[src/design/lkec_pkg.sv]
// Shared types and codes for the keyed LRU entry cache.
// No dependencies; imported by lkec_cell and lru_keyed_entry_cache_unit.
package lkec_pkg;

   localparam logic [1:0] REQ_INSERT = 2'd0;
   localparam logic [1:0] REQ_LOOKUP = 2'd1;
   localparam logic [1:0] REQ_REMOVE = 2'd2;

   localparam logic [2:0] STATUS_ADDED   = 3'd0;
   localparam logic [2:0] STATUS_MERGED  = 3'd1;
   localparam logic [2:0] STATUS_HIT     = 3'd2;
   localparam logic [2:0] STATUS_MISS    = 3'd3;
   localparam logic [2:0] STATUS_EXPIRED = 3'd4;
   localparam logic [2:0] STATUS_REMOVED = 3'd5;
   localparam logic [2:0] STATUS_RM_NONE = 3'd6;

   // update applied by every cell in the same cycle
   typedef enum logic [1:0] {
      CMD_NONE,
      CMD_PROMOTE,
      CMD_ADD,
      CMD_DROP
   } cmd_kind_type;

   // request fields broadcast to all cells
   typedef struct packed {
      logic [63:0] handle;
      logic [31:0] fs;
      logic [63:0] stamp;
      logic [63:0] attr;
      logic [63:0] now;
   } req_data_type;

endpackage

[src/design/lkec_cell.sv]
// One cache slot: key, stamp, attribute, valid bit and recency rank.
// Forwards the registered scan record to its neighbor. Uses lkec_pkg.
module lkec_cell
   import lkec_pkg::*;
#(
   parameter int ENTRIES  = 16,
   parameter int CELL_IDX = 0
) (
   input  logic                          clock,
   input  logic                          reset,
   input  req_data_type                  req_data,
   input  logic [4*$clog2(ENTRIES)+131:0] scan_in,
   output logic [4*$clog2(ENTRIES)+131:0] scan_out,
   input  logic [2*$clog2(ENTRIES)+2:0]   cmd_in
);

   localparam int IDX_W = $clog2(ENTRIES);
   localparam logic [IDX_W-1:0] MY_IDX   = IDX_W'(CELL_IDX);
   localparam logic [IDX_W-1:0] RANK_MAX = IDX_W'(ENTRIES - 1);

   typedef struct packed {
      logic             go;
      logic             hit;
      logic             live;
      logic [IDX_W-1:0] hit_idx;
      logic [IDX_W-1:0] hit_rank;
      logic [63:0]      hit_stamp;
      logic [63:0]      hit_attr;
      logic             free;
      logic [IDX_W-1:0] free_idx;
      logic [IDX_W-1:0] lru_idx;
   } scan_type;

   typedef struct packed {
      cmd_kind_type     kind;
      logic [IDX_W-1:0] slot;
      logic [IDX_W-1:0] rank;
      logic             merge;
   } cmd_type;

   scan_type         rec_in, scan_in_rec, scan_ff;
   cmd_type          cmd;
   logic             valid_ff, valid_in;
   logic [IDX_W-1:0] rank_ff, rank_in;
   logic [63:0]      handle_ff, handle_in;
   logic [31:0]      fs_ff, fs_in;
   logic [63:0]      stamp_ff, stamp_in;
   logic [63:0]      attr_ff, attr_in;
   logic             match;
   logic             mine;

   assign scan_in_rec = scan_type'(scan_in);
   assign cmd         = cmd_type'(cmd_in);
   assign scan_out    = scan_ff;

   assign match = valid_ff && (handle_ff == req_data.handle) && (fs_ff == req_data.fs);
   assign mine  = (cmd.slot == MY_IDX);

   always_comb begin
      rec_in = scan_in_rec;
      if (match && !scan_in_rec.hit) begin
         rec_in.hit       = 1'b1;
         rec_in.live      = stamp_ff > req_data.now;
         rec_in.hit_idx   = MY_IDX;
         rec_in.hit_rank  = rank_ff;
         rec_in.hit_stamp = stamp_ff;
         rec_in.hit_attr  = attr_ff;
      end
      if (!valid_ff && !scan_in_rec.free) begin
         rec_in.free     = 1'b1;
         rec_in.free_idx = MY_IDX;
      end
      if (valid_ff && (rank_ff == RANK_MAX)) begin
         rec_in.lru_idx = MY_IDX;
      end
   end

   always_comb begin
      valid_in  = valid_ff;
      rank_in   = rank_ff;
      handle_in = handle_ff;
      fs_in     = fs_ff;
      stamp_in  = stamp_ff;
      attr_in   = attr_ff;
      unique case (cmd.kind)
         CMD_PROMOTE: begin
            if (mine) begin
               rank_in = '0;
               if (cmd.merge && (req_data.stamp > stamp_ff)) begin
                  stamp_in = req_data.stamp;
                  attr_in  = req_data.attr;
               end
            end else if (valid_ff && (rank_ff < cmd.rank)) begin
               rank_in = rank_ff + 1'b1;
            end
         end
         CMD_ADD: begin
            if (mine) begin
               valid_in  = 1'b1;
               rank_in   = '0;
               handle_in = req_data.handle;
               fs_in     = req_data.fs;
               stamp_in  = req_data.stamp;
               attr_in   = req_data.attr;
            end else if (valid_ff) begin
               rank_in = rank_ff + 1'b1;
            end
         end
         CMD_DROP: begin
            if (mine) begin
               valid_in = 1'b0;
               rank_in  = '0;
            end else if (valid_ff && (rank_ff > cmd.rank)) begin
               rank_in = rank_ff - 1'b1;
            end
         end
         CMD_NONE: begin
         end
         default: begin
         end
      endcase
   end

   always_ff @(posedge clock) begin
      if (reset) begin
         valid_ff <= 1'b0;
         rank_ff  <= '0;
         scan_ff  <= '0;
      end else begin
         valid_ff <= valid_in;
         rank_ff  <= rank_in;
         scan_ff  <= rec_in;
      end
   end

   always_ff @(posedge clock) begin
      handle_ff <= handle_in;
      fs_ff     <= fs_in;
      stamp_ff  <= stamp_in;
      attr_ff   <= attr_in;
   end

endmodule

[config.mk]
export PLATFORM = sky130hd
export DESIGN_NAME = lkec_cell
export DESIGN_NICKNAME = d
export VERILOG_FILES = /design/src/design/lkec_pkg.sv /design/src/design/lkec_cell.sv
export SDC_FILE = /design/constraint.sdc
export NUM_CORES = 1
export LEC_CHECK = 0
export ABC_AREA = 1
export BUFFER_PORTS_ARGS = -buffer_cell sky130_fd_sc_hd__buf_2
export CAP_MARGIN = 20
export CORE_AREA = 2 2 233 235
export CTS_CLUSTER_DIAMETER = 30
export DETAILED_ROUTE_END_ITERATION = 16
export DIE_AREA = 0 0 235 237
export HOLD_SLACK_MARGIN = 0.02
export MAX_ROUTING_LAYER = met4
export PLACE_DENSITY_LB_ADDON = 0.15
export SYNTH_ARGS = -nofsm -noshare
export SYNTH_HDL_FRONTEND = slang
export SYNTH_SLANG_ARGS = --single-unit
[constraint.sdc]
create_clock -name clock -period 10.4 [get_ports clock]
set_input_delay 1.04 -clock clock [delete_from_list [all_inputs] [get_ports clock]]
set_output_delay 1.04 -clock clock [all_outputs]
set_load 0.01 [all_outputs]
# Word-level counts from Yosys, hierarchy flattened
# Index checks and enable logic that the tools add are counted.
dict set report classes {
  n_addsub 2
  magnitude_cmp 4
  n_reduce_logical 22
  muxes 20
  n_eq_ne 13
}
# op count
set op_table {}
lappend op_table {{$mux W64} 6}
lappend op_table {{$pmux W64 S2} 2}
lappend op_table {{$mux W138} 1}
lappend op_table {{$gt A64 B64 Y1} 2}
lappend op_table {{$eq A64 B64 Y1} 1}
lappend op_table {{$eq A32 B32 Y1} 1}
lappend op_table {{$mux W4} 6}
lappend op_table {{$pmux W4 S3} 1}
lappend op_table {{$ne A3 B3 Y1 const B} 3}
lappend op_table {{$logic_and A1 B1 Y1} 8}
lappend op_table {{$ne A2 B2 Y1 const B} 4}
lappend op_table {{$reduce_and A4 Y1} 2}
lappend op_table {{$reduce_or A2 Y1} 3}
lappend op_table {{$mux W5} 1}
lappend op_table {{$add A4 B1 Y4 const B} 1}
lappend op_table {{$eq A2 B2 Y1 const B} 2}
lappend op_table {{$eq A4 B4 Y1 const B} 1}
lappend op_table {{$gt A4 B4 Y1} 1}
lappend op_table {{$logic_not A4 Y1} 1}
lappend op_table {{$lt A4 B4 Y1} 1}
lappend op_table {{$reduce_bool A2 Y1} 2}
lappend op_table {{$sub A4 B1 Y4 const B} 1}
lappend op_table {{$logic_not A1 Y1} 3}
lappend op_table {{$reduce_and A3 Y1} 1}
lappend op_table {{other kinds (5)} 6}
dict set report word_totals {
  output_inout_bits 148
  regBits 377
  elab_cells 77
}

# Longest topological paths before layout
# Gate-level depths: netlist of run 1.
dict set report logic_depth {
  depth_word 5
  depth_mapped 16
  depth_no_buf 16
}

# Worst setup path before layout of run 1
# No wires, ideal clock.
dict set report synth_timing {
  path_type {in2reg}
  from {input port req_data[159] (netlist bit)}
  to {register attr_ff[0], enable pin}
  t_arrival_ps 8188
  setup_slack_ps 1554
  stages 11
  cell_sequence {ha_1 nand2_1 nor2_1 nand4_1 nor3_1 nand2_1 nand2_1 nand2_1 nand2_1 nand2_1 a21oi_1}
}
dict set report synth_via {
  elab_chain_cells 4
}
# item line
set synth_lines {}
lappend synth_lines {{from (decl)} lkec_cell.sv:11} ;# input req_data_type req_data,
lappend synth_lines {{$gt A64 B64 Y1} lkec_cell.sv:89} ;# if (cmd.merge && (req_data.stamp > stamp_ff)) begin
lappend synth_lines {{$logic_and A1 B1 Y1} lkec_cell.sv:89}
lappend synth_lines {{$ne A2 B2 Y1 (no line)} -}
lappend synth_lines {{$reduce_and A4 Y1 (no line)} -}
lappend synth_lines {{to (signal assigned)} lkec_cell.sv:140} ;# attr_ff <= attr_in;
lappend synth_lines {{to (decl)} lkec_cell.sv:48} ;# logic [63:0] attr_ff, attr_in;
# No other way between the ends.
# A chain may end at the register's enable or synchronous reset.

# Worst setup path in the final report of run 1
dict set report layout_timing {
  from {input port req_data[159] (netlist bit)}
  to {register attr_ff[41], enable pin}
}
# The elaborated chain is that of the path after synthesis.

==> flow_summary.json, run 1 <==
{
  "status": "complete, no violations",
  "avgSynthCellArea_um2": 9.077,
  "cts_max_level": 3,
  "cts-root-buf": "clkbuf_16",
  "grt_pass1_vias": 15478,
  "syn2layout_area_growth_pct": 43.54,
  "p_leak_nw": 12.76,
  "maxCapViolCount": 0,
  "fin_crit_sh_pct": 39.26,
  "netSwitchingFraction_pct": 22.36,
  "coreArea_um2": 53280,
  "ant_nets": 0,
  "ys_ff_latch": 377,
  "cp_slowest_cell": "buf_4",
  "drc": 0,
  "overflow": 0,
  "ctsHoldBuffers": 0,
  "min_path_type": "register to register",
  "ys.flop_type": "edfxtp_1",
  "synth_area_um2": 17380,
  "ir_drop_mv": 0.1380,
  "vias": 15024,
  "drv_slew": 0,
  "tns_ns": 0,
  "ff2ff_setup_slack_ns": 6.37,
  "clk_path_buf_depth": 3,
  "die_y_um": 237,
  "cp.required_ns": 10.64,
  "worst_pin_slew_ns": 1.075,
  "power_switching_mw": 1.209,
  "route.final.wire_length_mm": 56.77,
  "final_area_um2": 24950,
  "cts_resized": 0,
  "endpoint_kind": "register",
  "drtIter0Drc": 648,
  "finalSetupViolations": 0,
  "fmax_ghz": 0.2449,
  "pwr-share-seq_pct": 30.9,
  "dp_slack_ns": 5.655,
  "p_per_area_nw_per_um2": 216.8,
  "seq_area_frac_synth_pct": 56.32,
  "synthArstFlopShare_pct": 0,
  "fin_crit_ns": 4.083,
  "antenna_found_initial": 24,
  "wl_per_cell_um": 16.74,
  "grt_use_total_pct": 20.70,
  "post_cts_buffers": 0,
  "die_w_um": 235,
  "place_area_um2": 21100,
  "rsz0062_at_grt": "no",
  "synth_edf_count": 224,
  "drive_gt1_share_pct": 29.54,
  "combPwrFrac_pct": 6.6,
  "dp.cells": 3170,
  "crit_type": "primary input to register",
  "arrival_ns": 4.32,
  "skew_ns": 0.02493,
  "post-route-util_pct": 46.82,
  "cp_num_buf_inv": 3,
  "synth_cell_types": 37,
  "hold_violations": 0,
  "io_pins": 597,
  "total_power_mw": 5.408,
  "cp_common_cell": "nand2_1",
  "start_kind": "primary input",
  "final_nets": 3161,
  "syn-num-nets": 2498,
  "relSlewSlack_pct": 28.35,
  "yosysWarnings": 0,
  "dieArea_um2": 55700,
  "layout.cells.non_filler": 3391,
  "layout_setup_ws_ns": 6.317,
  "clock_power_share_pct": 62.5,
  "grt_pass1_wl_mm": 86.19,
  "crit_family": "buffers and inverters",
  "start_util_pct": 32.62,
  "grt_max_degree": 86,
  "gp_congestion": 0.8899,
  "clk_transition_reported_paths_ns": 0.05,
  "port_buffers": 596,
  "drtPass1Iterations": 5,
  "hpwl_mm": 42.86,
  "synth_cells": 1915,
  "critical_path.cell_chain": "buf_2, ha_1, nand2_1, nor2_1, nand4_1, nor3_1, nand2_1, nand2_1, nand2_1, nand2_1, nand2_1, a21oi_4, buf_4, buf_4",
  "path_max_fanout": 75,
  "clk-insertion-delay-late_ns": 0.64,
  "clkSinkCount": 377,
  "cts_tree": "done",
  "numCtsBuffers": 102,
  "p_int_mw": 4.199,
  "holdWs_ns": 0.4210,
  "vias_per_cell": 4.431,
  "max_stage_delay_ns": 0.89,
  "rows": 85
}
## cell type report
| class | count | area (µm²) |
|---|---|---|
| fillers | 5223 | 28330 |
| flip-flops and latches | 377 | 9789 |
| multi-input cells | 1173 | 6171 |
| repair buffers | 604 | 3063 |
| clock buffers | 130 | 2829 |
| inverters | 320 | 1204 |
| clock inverters | 64 | 954.7 |
| well taps | 696 | 870.8 |
| diodes | 27 | 67.56 |
## registers in the layout, summed over array words and instances, names as in the netlist
name,flops
handle_ff,64
stamp_ff,64
valid_ff,1
fs_ff,32
scan_out,148
attr_ff,64
rank_ff,4
## final timing paths
path            startpoint            to  cells past startpoint
max          req_data[159]   attr_ff[41]                     14
min reg2reg    attr_ff[13]  scan_out[22]                      2
max reg2reg   stamp_ff[45]   attr_ff[41]                     14
min            attr_ff[13]  scan_out[22]                      2
## per-layer routing
metal | vias to the layer above | part of all wire [%] | wire, µm | GRT usage, %
met5 | - | 0 | 0 | -
met4 | 0 | 2.5 | 1440 | 8.094
met3 | 94 | 7.1 | 4051 | 5.829
met2 | 424 | 49 | 28090 | 34.14
met1 | 6936 | 41 | 23180 | 23.87
li1 | 7570 | - | - | -
## cell usage after synthesis, types with 6 or more instances
cell type  instances  area share, %
nand2_1          578             12
inv_1            318            6.9
edfxtp_1         224             39
nand3_1          155            4.5
dfxtp_1          153             18
ha_1             134            9.6
nor2_1           123            2.7
a21oi_1           68            2.0
o21ai_0           45            1.3
clkbuf_1          27           0.58
nand4_1           17           0.61
xnor2_1           17           0.86
nor3_1             9           0.26
buf_6              7           0.45
buf_2              6           0.17
## cell families (layout without fill, tap and decap cells)
kind of cell,Yosys count,after routing,synth area share [%]
compound gates,128,128,3.851
mux,1,1,0.06478
flops,377,377,56.32
xor+xnor,20,20,1.008
other cells,0,27,0
fa+ha+maj,134,134,9.646
simple gates,890,890,20.80
buf+inv,365,1118,8.314
## power groups by stage
| stage | combinational [mW] | sequential (mW) | clock [mW] |
|---|---|---|---|
| finish | 0.354 | 1.67 | 3.38 |
| CTS | 0.360 | 1.67 | 3.43 |
| global placement | 0.347 | 1.70 | 0 |
| detailed placement | 0.356 | 1.70 | 0 |
| floorplan | 0.156 | 1.71 | 0 |
| global route | 0.405 | 1.68 | 3.53 |
## tightest hold or removal path, cell delays in order, from the launching register on
cell      delay (ns)
edfxtp_1        0.31
nand2_1         0.05
nand2_1         0.04
## placed cells by master, fill, tap and decap left out, drive strengths merged
cell type,count
buf,604
dfxtp,153
o22ai,2
nor3,9
nor2,125
and3,1
nor3b,1
a221oi,1
xor2,3
xnor2,17
o21bai,3
clkinv,33
a211oi,1
ha,134
clkinvlp,7
clkbuf,130
bufinv,19
nand4,17
and2,1
inv,325
diode,27
nand2,579
nand3,155
o21ai,47
edfxtp,224
a21oi,68
a31oi,2
nor4,2
mux2,1
o21a,3
o211ai,1
No activity file was read; power rests on OpenSTA's default activity.
==> inputs of run 2 (changes only) <==
==> constraint.sdc (replaced) <==
create_clock -name clock -period 3.6 [get_ports clock]
set_input_delay 0.36 -clock clock [delete_from_list [all_inputs] [get_ports clock]]
set_output_delay 0.36 -clock clock [all_outputs]
set_load 0.01 [all_outputs]
==> run 2 against run 1 <==
Non-clock buffer count grew 374. Core utilization up 6.5 points. Flip-flop and latch count unchanged. Clock power grew to 2.7 times the previous value. Setup slack worse by 5.5 ns. Critical path type is now register to register.
==> flow_summary.json, run 2 (same netlist as run 1, synthesis figures left out) <==
{
  "path_max_fanout": 75,
  "fin_crit_sh_pct": 77.87,
  "final_common_cell": "buf_2",
  "hold_start": "scan_in[72]",
  "drv_slew": 0,
  "grt_use_total_pct": 21.82,
  "coreArea_um2": 53280,
  "fmax_ghz": 0.3567,
  "status": "complete, no violations",
  "p_per_area_nw_per_um2": 539.5,
  "clk-insertion-delay-late_ns": 0.62,
  "arrival_ns": 3.04,
  "cts_max_level": 3,
  "gp_congestion": 0.8990,
  "cts_resized": 0,
  "finalSetupViolations": 0,
  "numCtsBuffers": 99,
  "multi_input_area_um2": 6178,
  "rows": 85,
  "grt_max_degree": 135,
  "skew_ns": 0.01805,
  "clk_transition_reported_paths_ns": 0.04,
  "ir_drop_mv": 0.4390,
  "min_path_type": "primary input to register",
  "worst_pin_slew_ns": 0.8782,
  "antenna_found_initial": 14,
  "mostFrequentLayoutCells": "596 x buf_2, 577 x nand2_1, 370 x dlygate4sd3_1, 318 x inv_1, 224 x edfxtp_1",
  "grt_pass1_wl_mm": 92.98,
  "endpoint_kind": "register",
  "hold_violations": 0,
  "ant_nets": 0,
  "ff2ff_setup_slack_ns": 0.80,
  "route.final.wire_length_mm": 60.09,
  "dieArea_um2": 55700,
  "clkSinkCount": 377,
  "hold_depth": 3,
  "grt_pass1_vias": 17502,
  "largest_register_ffs": 148,
  "final_nets": 3532,
  "p_leak_nw": 14.19,
  "tns_ns": 0,
  "maxCapViolCount": 0,
  "overflow": 0,
  "cts_tree": "done",
  "drive_gt1_share_pct": 25.83,
  "port_buffers": 596,
  "holdWs_ns": 0.06024,
  "total_power_mw": 15.34,
  "clk_path_buf_depth": 3,
  "cts-root-buf": "clkbuf_16",
  "hpwl_mm": 42.87,
  "fillCellCount": 4839,
  "io_pins": 597,
  "rsz0062_at_grt": "no",
  "start_kind": "register",
  "syn2layout_area_growth_pct": 63.58,
  "die_y_um": 237,
  "vias_per_cell": 4.441,
  "cp.required_ns": 3.84,
  "wl_per_cell_um": 16.04,
  "r2r-end": "attr_ff[53]",
  "drtPass1Iterations": 5,
  "vias": 16633,
  "die_w_um": 235,
  "seqCellArea_um2": 9789,
  "r2r.worst_path.cells": 13,
  "post-route-util_pct": 53.36,
  "holdPathEnd": "scan_out[72]",
  "drtIter0Drc": 687,
  "start_util_pct": 32.62,
  "drc": 0,
  "crit_type": "register to register",
  "fin_crit_ns": 2.803,
  "r2r_start": "stamp_ff[31]",
  "relSlewSlack_pct": 41.45
}
==> run 2: cell count changes in the layout (fill, tap and decap cells not counted), moves of 4 or more <==
cell,before,now
dlygate4sd3_1,0,370
buf_12,0,5
clkinv_1,6,10
clkinv_16,4,0
bufinv_16,19,13
clkinvlp_4,7,14
diode_2,27,14
clkbuf_8,15,11
==> run 2: metal layers <==
metal	routed length, µm	global-route usage, %
met1	24500	24.61
met5	0	-
met2	30390	37.51
met4	1550	7.883
met3	3639	5.386
==> run 2: worst max path at each step <==
stage,from,to,slack [ns],depth (start not counted)
after floorplan,stamp_ff[31],attr_ff[0],-0.33,12
after global placement,req_data[159],attr_ff[52],0.75,13
after global routing,stamp_ff[31],attr_ff[51],0.47,13
final,stamp_ff[31],attr_ff[53],0.80,13
after detailed placement,req_data[242],scan_out[74],0.75,16
after CTS,stamp_ff[31],attr_ff[48],0.79,13
==> run 2: layout make-up <==
class                   instances  area share, %
clock inverters                60          2.451
well taps                     696          3.063
flip-flops and latches        377          34.43
multi-input cells            1173          21.73
clock buffers                 127          9.919
diodes                         14         0.1232
inverters                     320          4.233
repair buffers                978          24.05
==> run 2: through the flow <==
stage | setup WS, ns | area (µm²) | std cells
floorplan | -0.3270 | 17400 | 1915
global placement | 0.7458 | 21180 | 3174
detailed placement | 0.7514 | 21180 | 3174
CTS | 0.7860 | 28400 | 3731
global route | 0.4691 | 28430 | 3745
finish | 0.7968 | 28430 | 3745
==> run 2: worst max-delay path, stage by stage, from the launching register on <==
cell and delay, ns:
edfxtp_1 0.37, inv_1 0.06, ha_1 0.28, nand2_1 0.07
nor2_1 0.16, nand4_1 0.21, nor3_2 0.25, nand2_1 0.08
nand2_1 0.06, nand2_1 0.06, nand2_1 0.07, nand2_2 0.07
a21oi_4 0.22, buf_12 0.36
==> run 2: power by group <==
| part | internal (mW) | switching (mW) | leakage (nW) |
|---|---|---|---|
| combinational | 0.722 | 0.650 | 9.18 |
| sequential | 4.76 | 0.0721 | 3.32 |
| clock | 6.41 | 2.72 | 1.69 |
| total | 11.9 | 3.44 | 14.2 |
==> run 2: repair_timing <==
| action | 4_1_cts | 5_1_grt |
|---|---|---|
| endpoints found under the hold margin | 370 | 0 |
| hold buffers | 370 | 0 |
| setup endpoints to repair | 0 | 0 |
| setup buffers | 0 | 0 |
==> inputs of run 3 (changes only) <==
==> constraint.sdc (replaced) <==
create_clock -name clock -period 2.4 [get_ports clock]
set_input_delay 0.24 -clock clock [delete_from_list [all_inputs] [get_ports clock]]
set_output_delay 0.24 -clock clock [all_outputs]
set_load 0.01 [all_outputs]
==> run 3 against run 2 <==
The flow now finishes with violations (setup timing). Power is 50% higher. Clock-buffer cell count is 7 higher. Maximum frequency is 9.8% higher. Non-clock buffer count is 173 higher. Sequential share of layout area is 3.4 points lower. Setup slack worse by 0.95 ns. Via count is 6.1% higher. Sequential power is 50% higher.
==> flow_summary.json, run 3 (same netlist as run 1, synthesis figures left out) <==
{
  "r2r.worst_path.cells": 15,
  "start_util_pct": 32.62,
  "final_nets": 3706,
  "mostFrequentLayoutCells": "596 x buf_2, 426 x nand2_1, 373 x dlygate4sd3_1, 316 x inv_1, 224 x edfxtp_1",
  "grt_pass1_vias": 18016,
  "cp.required_ns": 2.73,
  "arrival_ns": 2.88,
  "overflow": 0,
  "largest_register_ffs": 148,
  "cts_max_level": 3,
  "holdPathEnd": "scan_out[146]",
  "ff2ff_setup_slack_ns": -0.15,
  "skew_ns": 0.04697,
  "multi_input_area_um2": 7121,
  "min_path_type": "primary input to register",
  "syn2layout_area_growth_pct": 81.60,
  "power_switching_mw": 5.393,
  "fillCellCount": 4392,
  "wl_per_cell_um": 17.56,
  "layout_setup_ws_ns": -0.1521,
  "seqCellArea_um2": 9789,
  "fin_crit_ns": 2.552,
  "vias_per_cell": 4.492,
  "drv_slew": 0,
  "numCtsBuffers": 100,
  "endpoint_kind": "register",
  "netSwitchingFraction_pct": 23.41,
  "combPwrFrac_pct": 10.5,
  "hold_depth": 3,
  "cts-root-buf": "clkbuf_16",
  "hold_start": "reset",
  "p_int_mw": 17.65,
  "vias": 17649,
  "clk_transition_reported_paths_ns": 0.04,
  "hpwl_mm": 45.41,
  "rows": 85,
  "drc": 0,
  "path_max_fanout": 6,
  "gp_congestion": 0.9051,
  "route.final.wire_length_mm": 69.00,
  "ant_nets": 0,
  "drive_gt1_share_pct": 35.39,
  "r2r_start": "stamp_ff[31]",
  "fmax_ghz": 0.3918,
  "clkSinkCount": 377,
  "relSlewSlack_pct": 59.36,
  "coreArea_um2": 53280,
  "hold_violations": 0,
  "drtPass1Iterations": 5,
  "dieArea_um2": 55700,
  "antenna_found_initial": 23,
  "rsz0062_at_grt": "yes",
  "clk-insertion-delay-late_ns": 0.66,
  "finalSetupViolations": 128,
  "start_kind": "register",
  "ir_drop_mv": 0.5967,
  "cts_tree": "done",
  "status": "complete, but fails checks",
  "p_per_area_nw_per_um2": 729.9,
  "maxCapViolCount": 0,
  "crit_type": "register to register",
  "final_common_cell": "buf_2",
  "pwr-share-seq_pct": 31.5,
  "worst_pin_slew_ns": 0.6096,
  "port_buffers": 596,
  "violations": "setup timing",
  "fin_crit_sh_pct": 106.3,
  "r2r-end": "attr_ff[63]",
  "clk_path_buf_depth": 3,
  "grt_use_total_pct": 22.79,
  "dp_slack_ns": -0.3250,
  "die_y_um": 237,
  "io_pins": 597,
  "drtIter0Drc": 709,
  "p_leak_nw": 15.94,
  "clock_power_share_pct": 58.1,
  "grt_max_degree": 75,
  "post-route-util_pct": 59.24,
  "grt_pass1_wl_mm": 95.86,
  "die_w_um": 235
}
==> run 3: power by group through the flow <==
stage | Sequential (mW) | Clock, mW | Combinational [mW]
2_1_floorplan | 7.41 | 0 | 0.682
3_3_place_gp | 7.33 | 0 | 1.63
3_5_place_dp | 7.34 | 0 | 1.66
4_1_cts | 7.23 | 13.5 | 2.22
5_1_grt | 7.26 | 13.9 | 2.65
6_report | 7.25 | 13.4 | 2.41
==> run 3: metrics by stage <==
stage / power [mW] / setup TNS, ns / cells / hold WS, ns / cell area (µm²)
after global placement: 8.961 / -43.36 / 3282 / 0.4150 / 22080
after global routing: 23.83 / -35.56 / 3928 / 0.05918 / 31560
after detailed placement: 8.997 / -42.19 / 3282 / 0.4182 / 22080
after CTS: 22.98 / -11.89 / 3862 / 0.03399 / 29750
final: 23.04 / -12.77 / 3929 / 0.04564 / 31570
after floorplan: 8.091 / -195.45 / 1915 / 0.3389 / 17410
==> run 3: cell type report <==
cell class	instances	share of cell area, %
Clock inverter	55	2.133
Timing Repair Buffer	1151	28.83
Multi-Input combinational cell	1173	22.56
Antenna cell	23	0.1823
Sequential cell	377	31.01
Tap cell	696	2.759
Inverter	320	3.813
Clock buffer	134	8.713
==> run 3: worst max path at each step <==
stage | start | endpoint | cells past startpoint
after floorplan | stamp_ff[31] | attr_ff[0] | 12
after CTS | stamp_ff[30] | stamp_ff[5] | 14
final | stamp_ff[31] | attr_ff[63] | 15
after global routing | stamp_ff[31] | attr_ff[63] | 15
after detailed placement | stamp_ff[47] | stamp_ff[27] | 13
after global placement | stamp_ff[47] | stamp_ff[26] | 13
==> run 3: critical path, stage by stage (launching register included) <==
cell       delay (ns)
edfxtp_1         0.35
inv_1            0.07
ha_4             0.28
nand2_4          0.06
nor2_4           0.10
nand4_1          0.19
nor3_2           0.18
nand2_1          0.09
nand2_2          0.08
nand2_1          0.05
nand2_1          0.07
nand2_2          0.06
a21oi_4          0.14
buf_12           0.15
clkbuf_16        0.19
clkbuf_16        0.17
==> run 3: timing repair <==
action / CTS / global route
pin swaps: 5 / 24
gates resized for setup: 43 / 269
setup endpoints to repair: 232 / 264
hold buffers: 373 / 0
cloned: 9 / 35
setup buffers: 10 / 15
hold endpoints to repair: 372 / 0
==> run 3: metal layers <==
| metal | GRT usage [%] | routed length [µm] | share of wire (%) |
|---|---|---|---|
| met4 | 9.762 | 2243 | 3.3 |
| met2 | 38.54 | 34190 | 50 |
| met5 | - | 0 | 0 |
| met3 | 5.444 | 4099 | 5.9 |
| met1 | 25.77 | 28460 | 41 |
